--- src/hdl/mck_pkg.sv ---
// Shared types, constants, symbol table and microcode for the Morse keyer.
package mck_pkg;

   // Field widths
   localparam int CharWidth  = 8;
   localparam int UnitsWidth = 3;
   localparam int StepWidth  = 3;
   localparam int ElemWidth  = 2;
   localparam int MaxElems   = 5;
   localparam int ElemsWidth = ElemWidth * MaxElems;
   localparam int SymCount   = 36;
   localparam int SymWidth   = 6;

   // Element codes; the code value is also the on time in units
   localparam logic [ElemWidth-1:0] EL_NONE = 2'd0;
   localparam logic [ElemWidth-1:0] EL_DOT  = 2'd1;
   localparam logic [ElemWidth-1:0] EL_DASH = 2'd3;

   // Segment lengths
   localparam logic [UnitsWidth-1:0] WORD_GAP_UNITS   = 3'd7;
   localparam logic [UnitsWidth-1:0] LETTER_GAP_UNITS = 3'd3;
   localparam logic [UnitsWidth-1:0] ELEM_GAP_UNITS   = 3'd1;

   // Characters of interest
   localparam logic [CharWidth-1:0] CHAR_SPACE = 8'h20;
   localparam logic [CharWidth-1:0] CHAR_UC_A  = 8'h41;
   localparam logic [CharWidth-1:0] CHAR_UC_Z  = 8'h5A;
   localparam logic [CharWidth-1:0] CHAR_LC_A  = 8'h61;
   localparam logic [CharWidth-1:0] CHAR_LC_Z  = 8'h7A;
   localparam logic [CharWidth-1:0] CHAR_ZERO  = 8'h30;
   localparam logic [CharWidth-1:0] CHAR_NINE  = 8'h39;
   localparam logic [SymWidth-1:0]  SYM_X      = 6'd23;
   localparam logic [SymWidth-1:0]  SYM_DIGIT0 = 6'd26;

   // Microcode field codes
   localparam logic [1:0] EMIT_NONE   = 2'd0;
   localparam logic [1:0] EMIT_ALWAYS = 2'd1;
   localparam logic [1:0] EMIT_IF_GAP = 2'd2;

   localparam logic [1:0] UNITS_WORD   = 2'd0;
   localparam logic [1:0] UNITS_LETTER = 2'd1;
   localparam logic [1:0] UNITS_ELEM   = 2'd2;
   localparam logic [1:0] UNITS_ONE    = 2'd3;

   localparam logic [1:0] LAST_NO      = 2'd0;
   localparam logic [1:0] LAST_YES     = 2'd1;
   localparam logic [1:0] LAST_NO_MORE = 2'd2;

   localparam logic [1:0] GAP_HOLD     = 2'd0;
   localparam logic [1:0] GAP_CLEAR    = 2'd1;
   localparam logic [1:0] GAP_FROM_EOM = 2'd2;

   localparam logic [1:0] COND_ALWAYS   = 2'd0;
   localparam logic [1:0] COND_IF_VALID = 2'd1;
   localparam logic [1:0] COND_IF_SPACE = 2'd2;
   localparam logic [1:0] COND_IF_MORE  = 2'd3;

   // Program steps
   localparam logic [StepWidth-1:0] STEP_WAIT     = 3'd0;
   localparam logic [StepWidth-1:0] STEP_DISPATCH = 3'd1;
   localparam logic [StepWidth-1:0] STEP_SPACE    = 3'd2;
   localparam logic [StepWidth-1:0] STEP_LGAP     = 3'd3;
   localparam logic [StepWidth-1:0] STEP_ELEM_ON  = 3'd4;
   localparam logic [StepWidth-1:0] STEP_ELEM_OFF = 3'd5;
   localparam logic [StepWidth-1:0] STEP_FINISH   = 3'd6;
   localparam logic [StepWidth-1:0] STEP_SPARE    = 3'd7;

   // One control word
   typedef struct packed {
      logic [1:0]           emit_sel;
      logic                 key_on;
      logic [1:0]           units_sel;
      logic [1:0]           last_sel;
      logic [1:0]           gap_op;
      logic                 elem_adv;
      logic [1:0]           cond;
      logic [StepWidth-1:0] target;
      logic [StepWidth-1:0] next;
   } ucode_type;

   // Datapath status seen by the sequencer
   typedef struct packed {
      logic is_space;
      logic more;
      logic gap;
      logic out_free;
   } flags_type;

   // Sequencer control to the datapath
   typedef struct packed {
      logic      load;
      logic      emit;
      logic      go;
      ucode_type word;
   } ctrl_type;

   // Program: taken jump goes to target, otherwise to next
   localparam ucode_type UCODE_ROM [0:7] = '{
      // WAIT: hold until a transaction arrives
      '{EMIT_NONE, 1'b0, UNITS_ONE, LAST_NO, GAP_HOLD, 1'b0,
        COND_IF_VALID, STEP_DISPATCH, STEP_WAIT},
      // DISPATCH: space or keyed symbol
      '{EMIT_NONE, 1'b0, UNITS_ONE, LAST_NO, GAP_HOLD, 1'b0,
        COND_IF_SPACE, STEP_SPACE, STEP_LGAP},
      // SPACE: word gap if one is pending
      '{EMIT_IF_GAP, 1'b0, UNITS_WORD, LAST_YES, GAP_CLEAR, 1'b0,
        COND_ALWAYS, STEP_WAIT, STEP_WAIT},
      // LGAP: letter gap if one is pending
      '{EMIT_IF_GAP, 1'b0, UNITS_LETTER, LAST_NO, GAP_HOLD, 1'b0,
        COND_ALWAYS, STEP_ELEM_ON, STEP_ELEM_ON},
      // ELEM_ON: key the current element
      '{EMIT_ALWAYS, 1'b1, UNITS_ELEM, LAST_NO, GAP_HOLD, 1'b0,
        COND_ALWAYS, STEP_ELEM_OFF, STEP_ELEM_OFF},
      // ELEM_OFF: element space, loop while elements remain
      '{EMIT_ALWAYS, 1'b0, UNITS_ONE, LAST_NO_MORE, GAP_HOLD, 1'b1,
        COND_IF_MORE, STEP_ELEM_ON, STEP_FINISH},
      // FINISH: leave a gap pending unless the message ended
      '{EMIT_NONE, 1'b0, UNITS_ONE, LAST_NO, GAP_FROM_EOM, 1'b0,
        COND_ALWAYS, STEP_WAIT, STEP_WAIT},
      // spare
      '{EMIT_NONE, 1'b0, UNITS_ONE, LAST_NO, GAP_HOLD, 1'b0,
        COND_ALWAYS, STEP_WAIT, STEP_WAIT}
   };

   // ITU table, element 0 in the low bits
   localparam logic [ElemsWidth-1:0] MORSE_TAB [0:SymCount-1] = '{
      {EL_NONE, EL_NONE, EL_NONE, EL_DASH, EL_DOT },  // A
      {EL_NONE, EL_DOT,  EL_DOT,  EL_DOT,  EL_DASH},  // B
      {EL_NONE, EL_DOT,  EL_DASH, EL_DOT,  EL_DASH},  // C
      {EL_NONE, EL_NONE, EL_DOT,  EL_DOT,  EL_DASH},  // D
      {EL_NONE, EL_NONE, EL_NONE, EL_NONE, EL_DOT },  // E
      {EL_NONE, EL_DOT,  EL_DASH, EL_DOT,  EL_DOT },  // F
      {EL_NONE, EL_NONE, EL_DOT,  EL_DASH, EL_DASH},  // G
      {EL_NONE, EL_DOT,  EL_DOT,  EL_DOT,  EL_DOT },  // H
      {EL_NONE, EL_NONE, EL_NONE, EL_DOT,  EL_DOT },  // I
      {EL_NONE, EL_DASH, EL_DASH, EL_DASH, EL_DOT },  // J
      {EL_NONE, EL_NONE, EL_DASH, EL_DOT,  EL_DASH},  // K
      {EL_NONE, EL_DOT,  EL_DOT,  EL_DASH, EL_DOT },  // L
      {EL_NONE, EL_NONE, EL_NONE, EL_DASH, EL_DASH},  // M
      {EL_NONE, EL_NONE, EL_NONE, EL_DOT,  EL_DASH},  // N
      {EL_NONE, EL_NONE, EL_DASH, EL_DASH, EL_DASH},  // O
      {EL_NONE, EL_DOT,  EL_DASH, EL_DASH, EL_DOT },  // P
      {EL_NONE, EL_DASH, EL_DOT,  EL_DASH, EL_DASH},  // Q
      {EL_NONE, EL_NONE, EL_DOT,  EL_DASH, EL_DOT },  // R
      {EL_NONE, EL_NONE, EL_DOT,  EL_DOT,  EL_DOT },  // S
      {EL_NONE, EL_NONE, EL_NONE, EL_NONE, EL_DASH},  // T
      {EL_NONE, EL_NONE, EL_DASH, EL_DOT,  EL_DOT },  // U
      {EL_NONE, EL_DASH, EL_DOT,  EL_DOT,  EL_DOT },  // V
      {EL_NONE, EL_NONE, EL_DASH, EL_DASH, EL_DOT },  // W
      {EL_NONE, EL_DASH, EL_DOT,  EL_DOT,  EL_DASH},  // X
      {EL_NONE, EL_DASH, EL_DASH, EL_DOT,  EL_DASH},  // Y
      {EL_NONE, EL_DOT,  EL_DOT,  EL_DASH, EL_DASH},  // Z
      {EL_DASH, EL_DASH, EL_DASH, EL_DASH, EL_DASH},  // 0
      {EL_DASH, EL_DASH, EL_DASH, EL_DASH, EL_DOT },  // 1
      {EL_DASH, EL_DASH, EL_DASH, EL_DOT,  EL_DOT },  // 2
      {EL_DASH, EL_DASH, EL_DOT,  EL_DOT,  EL_DOT },  // 3
      {EL_DASH, EL_DOT,  EL_DOT,  EL_DOT,  EL_DOT },  // 4
      {EL_DOT,  EL_DOT,  EL_DOT,  EL_DOT,  EL_DOT },  // 5
      {EL_DOT,  EL_DOT,  EL_DOT,  EL_DOT,  EL_DASH},  // 6
      {EL_DOT,  EL_DOT,  EL_DOT,  EL_DASH, EL_DASH},  // 7
      {EL_DOT,  EL_DOT,  EL_DASH, EL_DASH, EL_DASH},  // 8
      {EL_DOT,  EL_DASH, EL_DASH, EL_DASH, EL_DASH}   // 9
   };

   // Map a character to its table row; anything unknown keys as X
   function automatic logic [SymWidth-1:0] symbol_index(input logic [CharWidth-1:0] c);
      logic [CharWidth-1:0] off;
      off = '0;
      if (c >= CHAR_UC_A && c <= CHAR_UC_Z) begin
         off = c - CHAR_UC_A;
         return off[SymWidth-1:0];
      end
      if (c >= CHAR_LC_A && c <= CHAR_LC_Z) begin
         off = c - CHAR_LC_A;
         return off[SymWidth-1:0];
      end
      if (c >= CHAR_ZERO && c <= CHAR_NINE) begin
         off = c - CHAR_ZERO;
         return off[SymWidth-1:0] + SYM_DIGIT0;
      end
      return SYM_X;
   endfunction

endpackage

--- src/hdl/morse_code_keyer.sv ---
// Top level of the Morse keyer: sequencer plus datapath.
//
//  Channel | Direction | Handshake          | Payload
//  req_    | in        | req_valid/stall    | character[7:0], end_of_message
//  rsp_    | out       | rsp_valid/stall    | key_on, units[2:0], last
//
// A character is taken in the wait step, then runs dispatch, an optional
// letter gap, two steps per element and a finish step; a space runs
// dispatch and then a space step that emits any pending word gap.
// Reset is synchronous and clears the step counter, the pending gap and the
// output valid. Each segment occupies the output register; a stalled output
// holds the sequencer on its emitting step.
module morse_code_keyer (
   input  logic                           clock,
   input  logic                           reset,
   input  logic                           req_valid,
   output logic                           req_stall,
   input  logic [mck_pkg::CharWidth-1:0]  req_character,
   input  logic                           req_end_of_message,
   output logic                           rsp_valid,
   input  logic                           rsp_stall,
   output logic                           rsp_key_on,
   output logic [mck_pkg::UnitsWidth-1:0] rsp_units,
   output logic                           rsp_last
);
   import mck_pkg::*;

   ctrl_type  ctrl;
   flags_type flags;

   mck_sequencer u_seq (
      .clock     (clock),
      .reset     (reset),
      .req_valid (req_valid),
      .req_stall (req_stall),
      .flags     (flags),
      .ctrl      (ctrl)
   );

   mck_datapath u_dp (
      .clock              (clock),
      .reset              (reset),
      .req_character      (req_character),
      .req_end_of_message (req_end_of_message),
      .rsp_valid          (rsp_valid),
      .rsp_stall          (rsp_stall),
      .rsp_key_on         (rsp_key_on),
      .rsp_units          (rsp_units),
      .rsp_last           (rsp_last),
      .ctrl               (ctrl),
      .flags              (flags)
   );

endmodule

--- src/hdl/mck_sequencer.sv ---
// Microcode sequencer: step counter, control ROM and jump logic.
module mck_sequencer (
   input  logic               clock,
   input  logic               reset,
   input  logic               req_valid,
   output logic               req_stall,
   input  mck_pkg::flags_type flags,
   output mck_pkg::ctrl_type  ctrl
);
   import mck_pkg::*;

   logic [StepWidth-1:0] step_ff;
   logic [StepWidth-1:0] step_in;
   ucode_type            word;
   logic                 cond_true;
   logic                 emit;
   logic                 go;

   // Control word fetch
   assign word = UCODE_ROM[step_ff];

   // Input side is open only while waiting
   assign req_stall = (step_ff != STEP_WAIT);

   // Branch condition decode
   always_comb begin
      unique case (word.cond)
         COND_ALWAYS:   cond_true = 1'b1;
         COND_IF_VALID: cond_true = req_valid;
         COND_IF_SPACE: cond_true = flags.is_space;
         COND_IF_MORE:  cond_true = flags.more;
         default:       cond_true = 1'b1;
      endcase
   end

   // An emitting step waits for room in the output register
   assign emit = (word.emit_sel == EMIT_ALWAYS) ||
                 ((word.emit_sel == EMIT_IF_GAP) && flags.gap);
   assign go   = !emit || flags.out_free;

   assign step_in = !go ? step_ff : (cond_true ? word.target : word.next);

   always_ff @(posedge clock) begin
      if (reset) begin
         step_ff <= STEP_WAIT;
      end else begin
         step_ff <= step_in;
      end
   end

   assign ctrl.load = !req_stall && req_valid;
   assign ctrl.emit = emit;
   assign ctrl.go   = go;
   assign ctrl.word = word;

endmodule

--- src/hdl/mck_datapath.sv ---
// Keyer datapath: character capture, element shifter, gap flag, output register.
module mck_datapath (
   input  logic                             clock,
   input  logic                             reset,
   input  logic [mck_pkg::CharWidth-1:0]    req_character,
   input  logic                             req_end_of_message,
   output logic                             rsp_valid,
   input  logic                             rsp_stall,
   output logic                             rsp_key_on,
   output logic [mck_pkg::UnitsWidth-1:0]   rsp_units,
   output logic                             rsp_last,
   input  mck_pkg::ctrl_type                ctrl,
   output mck_pkg::flags_type               flags
);
   import mck_pkg::*;

   logic                  space_ff,  space_in;
   logic                  eom_ff,    eom_in;
   logic [ElemsWidth-1:0] elems_ff,  elems_in;
   logic                  gap_ff,    gap_in;
   logic                  valid_ff,  valid_in;
   logic                  key_ff,    key_in;
   logic [UnitsWidth-1:0] units_ff,  units_in;
   logic                  last_ff,   last_in;
   logic                  more;
   logic [UnitsWidth-1:0] seg_units;
   logic                  seg_last;

   // Another element follows the current one
   assign more = (elems_ff[2*ElemWidth-1:ElemWidth] != EL_NONE);

   // Segment length select
   always_comb begin
      case (ctrl.word.units_sel)
         UNITS_WORD:   seg_units = WORD_GAP_UNITS;
         UNITS_LETTER: seg_units = LETTER_GAP_UNITS;
         UNITS_ELEM:   seg_units = {1'b0, elems_ff[ElemWidth-1:0]};
         default:      seg_units = ELEM_GAP_UNITS;
      endcase
   end

   // Last-segment select
   always_comb begin
      case (ctrl.word.last_sel)
         LAST_YES:     seg_last = 1'b1;
         LAST_NO_MORE: seg_last = !more;
         default:      seg_last = 1'b0;
      endcase
   end

   // Transaction capture and element shifting
   always_comb begin
      space_in = space_ff;
      eom_in   = eom_ff;
      elems_in = elems_ff;
      if (ctrl.load) begin
         space_in = (req_character == CHAR_SPACE);
         eom_in   = req_end_of_message;
         elems_in = MORSE_TAB[symbol_index(req_character)];
      end else if (ctrl.go && ctrl.word.elem_adv) begin
         elems_in = {{ElemWidth{1'b0}}, elems_ff[ElemsWidth-1:ElemWidth]};
      end
   end

   // Pending gap
   always_comb begin
      gap_in = gap_ff;
      if (ctrl.go) begin
         case (ctrl.word.gap_op)
            GAP_CLEAR:    gap_in = 1'b0;
            GAP_FROM_EOM: gap_in = !eom_ff;
            default:      gap_in = gap_ff;
         endcase
      end
   end

   // Output register
   always_comb begin
      valid_in = valid_ff && rsp_stall;
      key_in   = key_ff;
      units_in = units_ff;
      last_in  = last_ff;
      if (ctrl.emit && ctrl.go) begin
         valid_in = 1'b1;
         key_in   = ctrl.word.key_on;
         units_in = seg_units;
         last_in  = seg_last;
      end
   end

   always_ff @(posedge clock) begin
      if (reset) begin
         gap_ff   <= 1'b0;
         valid_ff <= 1'b0;
      end else begin
         gap_ff   <= gap_in;
         valid_ff <= valid_in;
      end
   end

   always_ff @(posedge clock) begin
      space_ff <= space_in;
      eom_ff   <= eom_in;
      elems_ff <= elems_in;
      key_ff   <= key_in;
      units_ff <= units_in;
      last_ff  <= last_in;
   end

   assign flags.is_space = space_ff;
   assign flags.more     = more;
   assign flags.gap      = gap_ff;
   assign flags.out_free = !valid_ff || !rsp_stall;

   assign rsp_valid  = valid_ff;
   assign rsp_key_on = key_ff;
   assign rsp_units  = units_ff;
   assign rsp_last   = last_ff;

endmodule

--- config.mk ---
export PLATFORM = sky130hd
export DESIGN_NAME = morse_code_keyer
export DESIGN_NICKNAME = d
export VERILOG_FILES = /design/src/hdl/mck_pkg.sv /design/src/hdl/morse_code_keyer.sv /design/src/hdl/mck_sequencer.sv /design/src/hdl/mck_datapath.sv
export SDC_FILE = /design/constraint.sdc
export NUM_CORES = 1
export LEC_CHECK = 0
export BUFFER_PORTS_ARGS = -buffer_cell sky130_fd_sc_hd__buf_2
export CAP_MARGIN = 20
export CELL_PAD_IN_SITES_DETAIL_PLACEMENT = 1
export CELL_PAD_IN_SITES_GLOBAL_PLACEMENT = 1
export CORE_AREA = 3 3 67 69
export CTS_CLUSTER_DIAMETER = 150
export DETAILED_ROUTE_END_ITERATION = 7
export DIE_AREA = 0 0 70 72
export PLACE_DENSITY = 0.86
export SLEW_MARGIN = 20
export SYNTH_ARGS = -nofsm -noshare
export SYNTH_HDL_FRONTEND = slang
export SYNTH_SLANG_ARGS = --single-unit
--- constraint.sdc ---
create_clock -name clock -period 4.1 [get_ports clock]
set_input_delay 0.41 -clock clock [delete_from_list [all_inputs] [get_ports clock]]
set_output_delay 0.41 -clock clock [all_outputs]
set_load 0.1 [all_outputs]
==> impl_metrics.env <==
export IMPL_cts_resized=0
export IMPL_antenna_found_initial=0
export IMPL_grt_max_degree=14
export IMPL_synth_top_cell_by_area="edfxtp_1"
export IMPL_cts_tree="yes"
export IMPL_avgSynthCellArea_sq_um=8.95
export IMPL_crit_path_end_kind="register"
export IMPL_drt_iter0_drc=62
export IMPL_placedCellCount=276
export IMPL_numCtsBuffers=3
export IMPL_post_cts_buffers=0
export IMPL_io_buffers=19
export IMPL_layout_commonest_cell="nor2_1"
export IMPL_drv_slew=0
export IMPL_peakVddDrop_v=0.000175
export IMPL_finClkSkew_ns=0.000568
export IMPL_fin_ws_ns=1.06
export IMPL_postCtsHoldBufs=0
export IMPL_drt_total_wl_microns=4870
export IMPL_wl_per_cell_microns=17.4
export IMPL_gr_total_overflow=0
export IMPL_final_util_pct=52.8
export IMPL_syn_area_sq_mm=0.00190
export IMPL_timing_rr_end="u_dp.elems_ff[6]"
export IMPL_critPathKind="in2reg"
export IMPL_ff2ff_setup_slack_ns=2.10
export IMPL_maxCapViolCount=0
export IMPL_ant_nets=0
export IMPL_synth_enable_flop_cells=17
export IMPL_finalPower_mw=0.695
export IMPL_arrival_ns=3.06
export IMPL_htreeDepth=1
export IMPL_r2r_cells=5
export IMPL_hold_path_class="in2reg"
export IMPL_rsz0062_at_grt="false"
export IMPL_vias=1658
export IMPL_antenna_cells=0
export IMPL_routabilityCongestion=0.935
export IMPL_yosys_cell_types_count=59
export IMPL_place_ws_ns=0.803
export IMPL_yosysWarnings=0
export IMPL_via_per_inst=5.92
export IMPL_syn_num_nets=240
export IMPL_synth_top_area_share_pct=26.9
export IMPL_start_util_pct=47.8
export IMPL_fmax_mhz=329
export IMPL_min_to="u_dp.eom_ff"
export IMPL_grt_pass1_wl_microns=8450
export IMPL_final_area_sq_mm=0.00210
export IMPL_setup_violations=0
export IMPL_die_x_microns=70
export IMPL_worstSetupStartpointType="primary input"
export IMPL_seq_area_frac_synth_pct=32.2
export IMPL_final_cell_mix="nor2_1 (25), buf_2 (19), nand2_1 (17), edfxtp_1 (17), a21oi_1 (16)"
export IMPL_drive_gt1_share_pct=20.9
export IMPL_place_area_sq_mm=0.00202
export IMPL_cts_sink_count=22
export IMPL_io_pins=20
export IMPL_status="complete, no violations"
export IMPL_p_per_area_mw_per_mm2=332
export IMPL_async_flop_share_pct=0
export IMPL_hold_depth=1
export IMPL_grtUsageTotal_pct=20.7
export IMPL_regArea_sq_um=611
export IMPL_ys_seq_elements=22
export IMPL_worst_slew_pin_slew_ns=0.696
export IMPL_synthTopCellsByArea="edfxtp_1 (27%), ha_1 (9.9%), dfxtp_1 (5.3%)"
export IMPL_drc_errors=0
export IMPL_layoutNonFillerInstCount=280
export IMPL_cp_max_fo=9
export IMPL_chipHeight_microns=72
export IMPL_grt_pass1_vias=1717
export IMPL_leakagePower_nw=0.836
export IMPL_syn_inst=212
export IMPL_synth_ff_type="edfxtp_1"
export IMPL_cts_buffer_depth=2
export IMPL_worstReg2RegStart="u_seq.step_ff[2]"
export IMPL_die_area_sq_mm=0.00504
export IMPL_hold_viol=0
export IMPL_final_min_clock_period_ns=3.04
export IMPL_hpwl_microns=3770
export IMPL_fin_setup_tns_ns=0
export IMPL_holdWs_ns=0.322
export IMPL_critPathRequiredTime_ns=4.11
export IMPL_rows=23
export IMPL_area_delta_synth_final_pct=10.4
export IMPL_clock_latency_ns=0.26
export IMPL_fp_coreArea_sq_mm=0.00397
export IMPL_nets=259
export IMPL_dr_pass1_iters=4
export IMPL_clk_pin_slew_ns=0.08
export IMPL_fillCellCount=496
export IMPL_hold_start="req_end_of_message"
export IMPL_slew_headroom_pct=53.6
export IMPL_cts_root_buffer="clkbuf_8"
export IMPL_finalCritPeriodShare_pct=74.2
export IMPL_multi_input_area_sq_mm=0.00118
## cell usage after synthesis (4+ instances only)
cell type   n
dfxtp_1     5
nand2_1    17
edfxtp_1   17
a31oi_1     4
nor2b_1     5
ha_1       15
o21ai_0     8
nor2_1     25
o22ai_1     4
inv_1      14
clkbuf_1    4
nor3_1      6
a21oi_1    16
nand3_1     7
## layout make-up
class / instances / share of cell area, %
inverter: 14 / 2.51
sequential: 22 / 29.1
multi-input combinational: 168 / 56.4
timing repair buffer: 22 / 5.61
clock inverter: 1 / 1.43
tap: 50 / 2.99
clock buffer: 3 / 1.97
## registers in the layout (all words and copies together) (netlist names)
register,flops
u_dp.rsp_units,3
u_dp.gap_ff,1
u_dp.rsp_last,1
u_dp.space_ff,1
u_dp.rsp_valid,1
u_seq.step_ff,3
u_dp.elems_ff,10
u_dp.eom_ff,1
u_dp.rsp_key_on,1
## critical path, stage by stage
cell	delay, ns
buf_2	0.13
inv_1	0.17
ha_1	0.24
o21ba_2	0.20
o21ai_1	0.16
o22ai_1	0.59
inv_1	0.25
ha_1	0.28
and3_2	0.19
a2111oi_4	0.33
o31ai_2	0.11
## worst max-delay path by stage
stage / slack [ns] / cells past startpoint / startpoint / end
CTS: 1.09 / 12 / req_character[1] / u_dp.elems_ff[7]
global placement: 0.93 / 10 / req_character[1] / u_dp.elems_ff[5]
global route: 0.78 / 12 / req_character[1] / u_dp.elems_ff[7]
floorplan: 1.23 / 10 / req_character[1] / u_dp.elems_ff[5]
detailed placement: 0.80 / 11 / req_character[1] / u_dp.elems_ff[5]
finish: 1.06 / 11 / req_character[1] / u_dp.elems_ff[5]
## routing by layer
metal	vias to the layer above	track usage (%)	part of all wire, %
li1	819	-	-
met1	794	26.5	44
met2	40	37.1	51
met3	5	2.35	3.6
met4	0	5.74	1.4
met5	-	0	0
## cell families (layout without fill, tap and decap cells)
family | count (synthesis) | in the layout | share of synthesized area (%)
compound gates | 65 | 65 | 26.8
xor+xnor | 3 | 3 | 1.38
fa+ha+maj | 15 | 15 | 9.89
buf+inv | 22 | 40 | 5.60
flops | 22 | 22 | 32.2
mux | 4 | 4 | 2.24
simple gates | 81 | 81 | 22.0
## report_power, final
part,switching [mW],total (mW),internal (mW)
sequential,0.0140,0.284,0.270
clock,0.0707,0.201,0.130
combinational,0.140,0.210,0.0695
total,0.225,0.695,0.470
(Power assumes the default switching activity.)
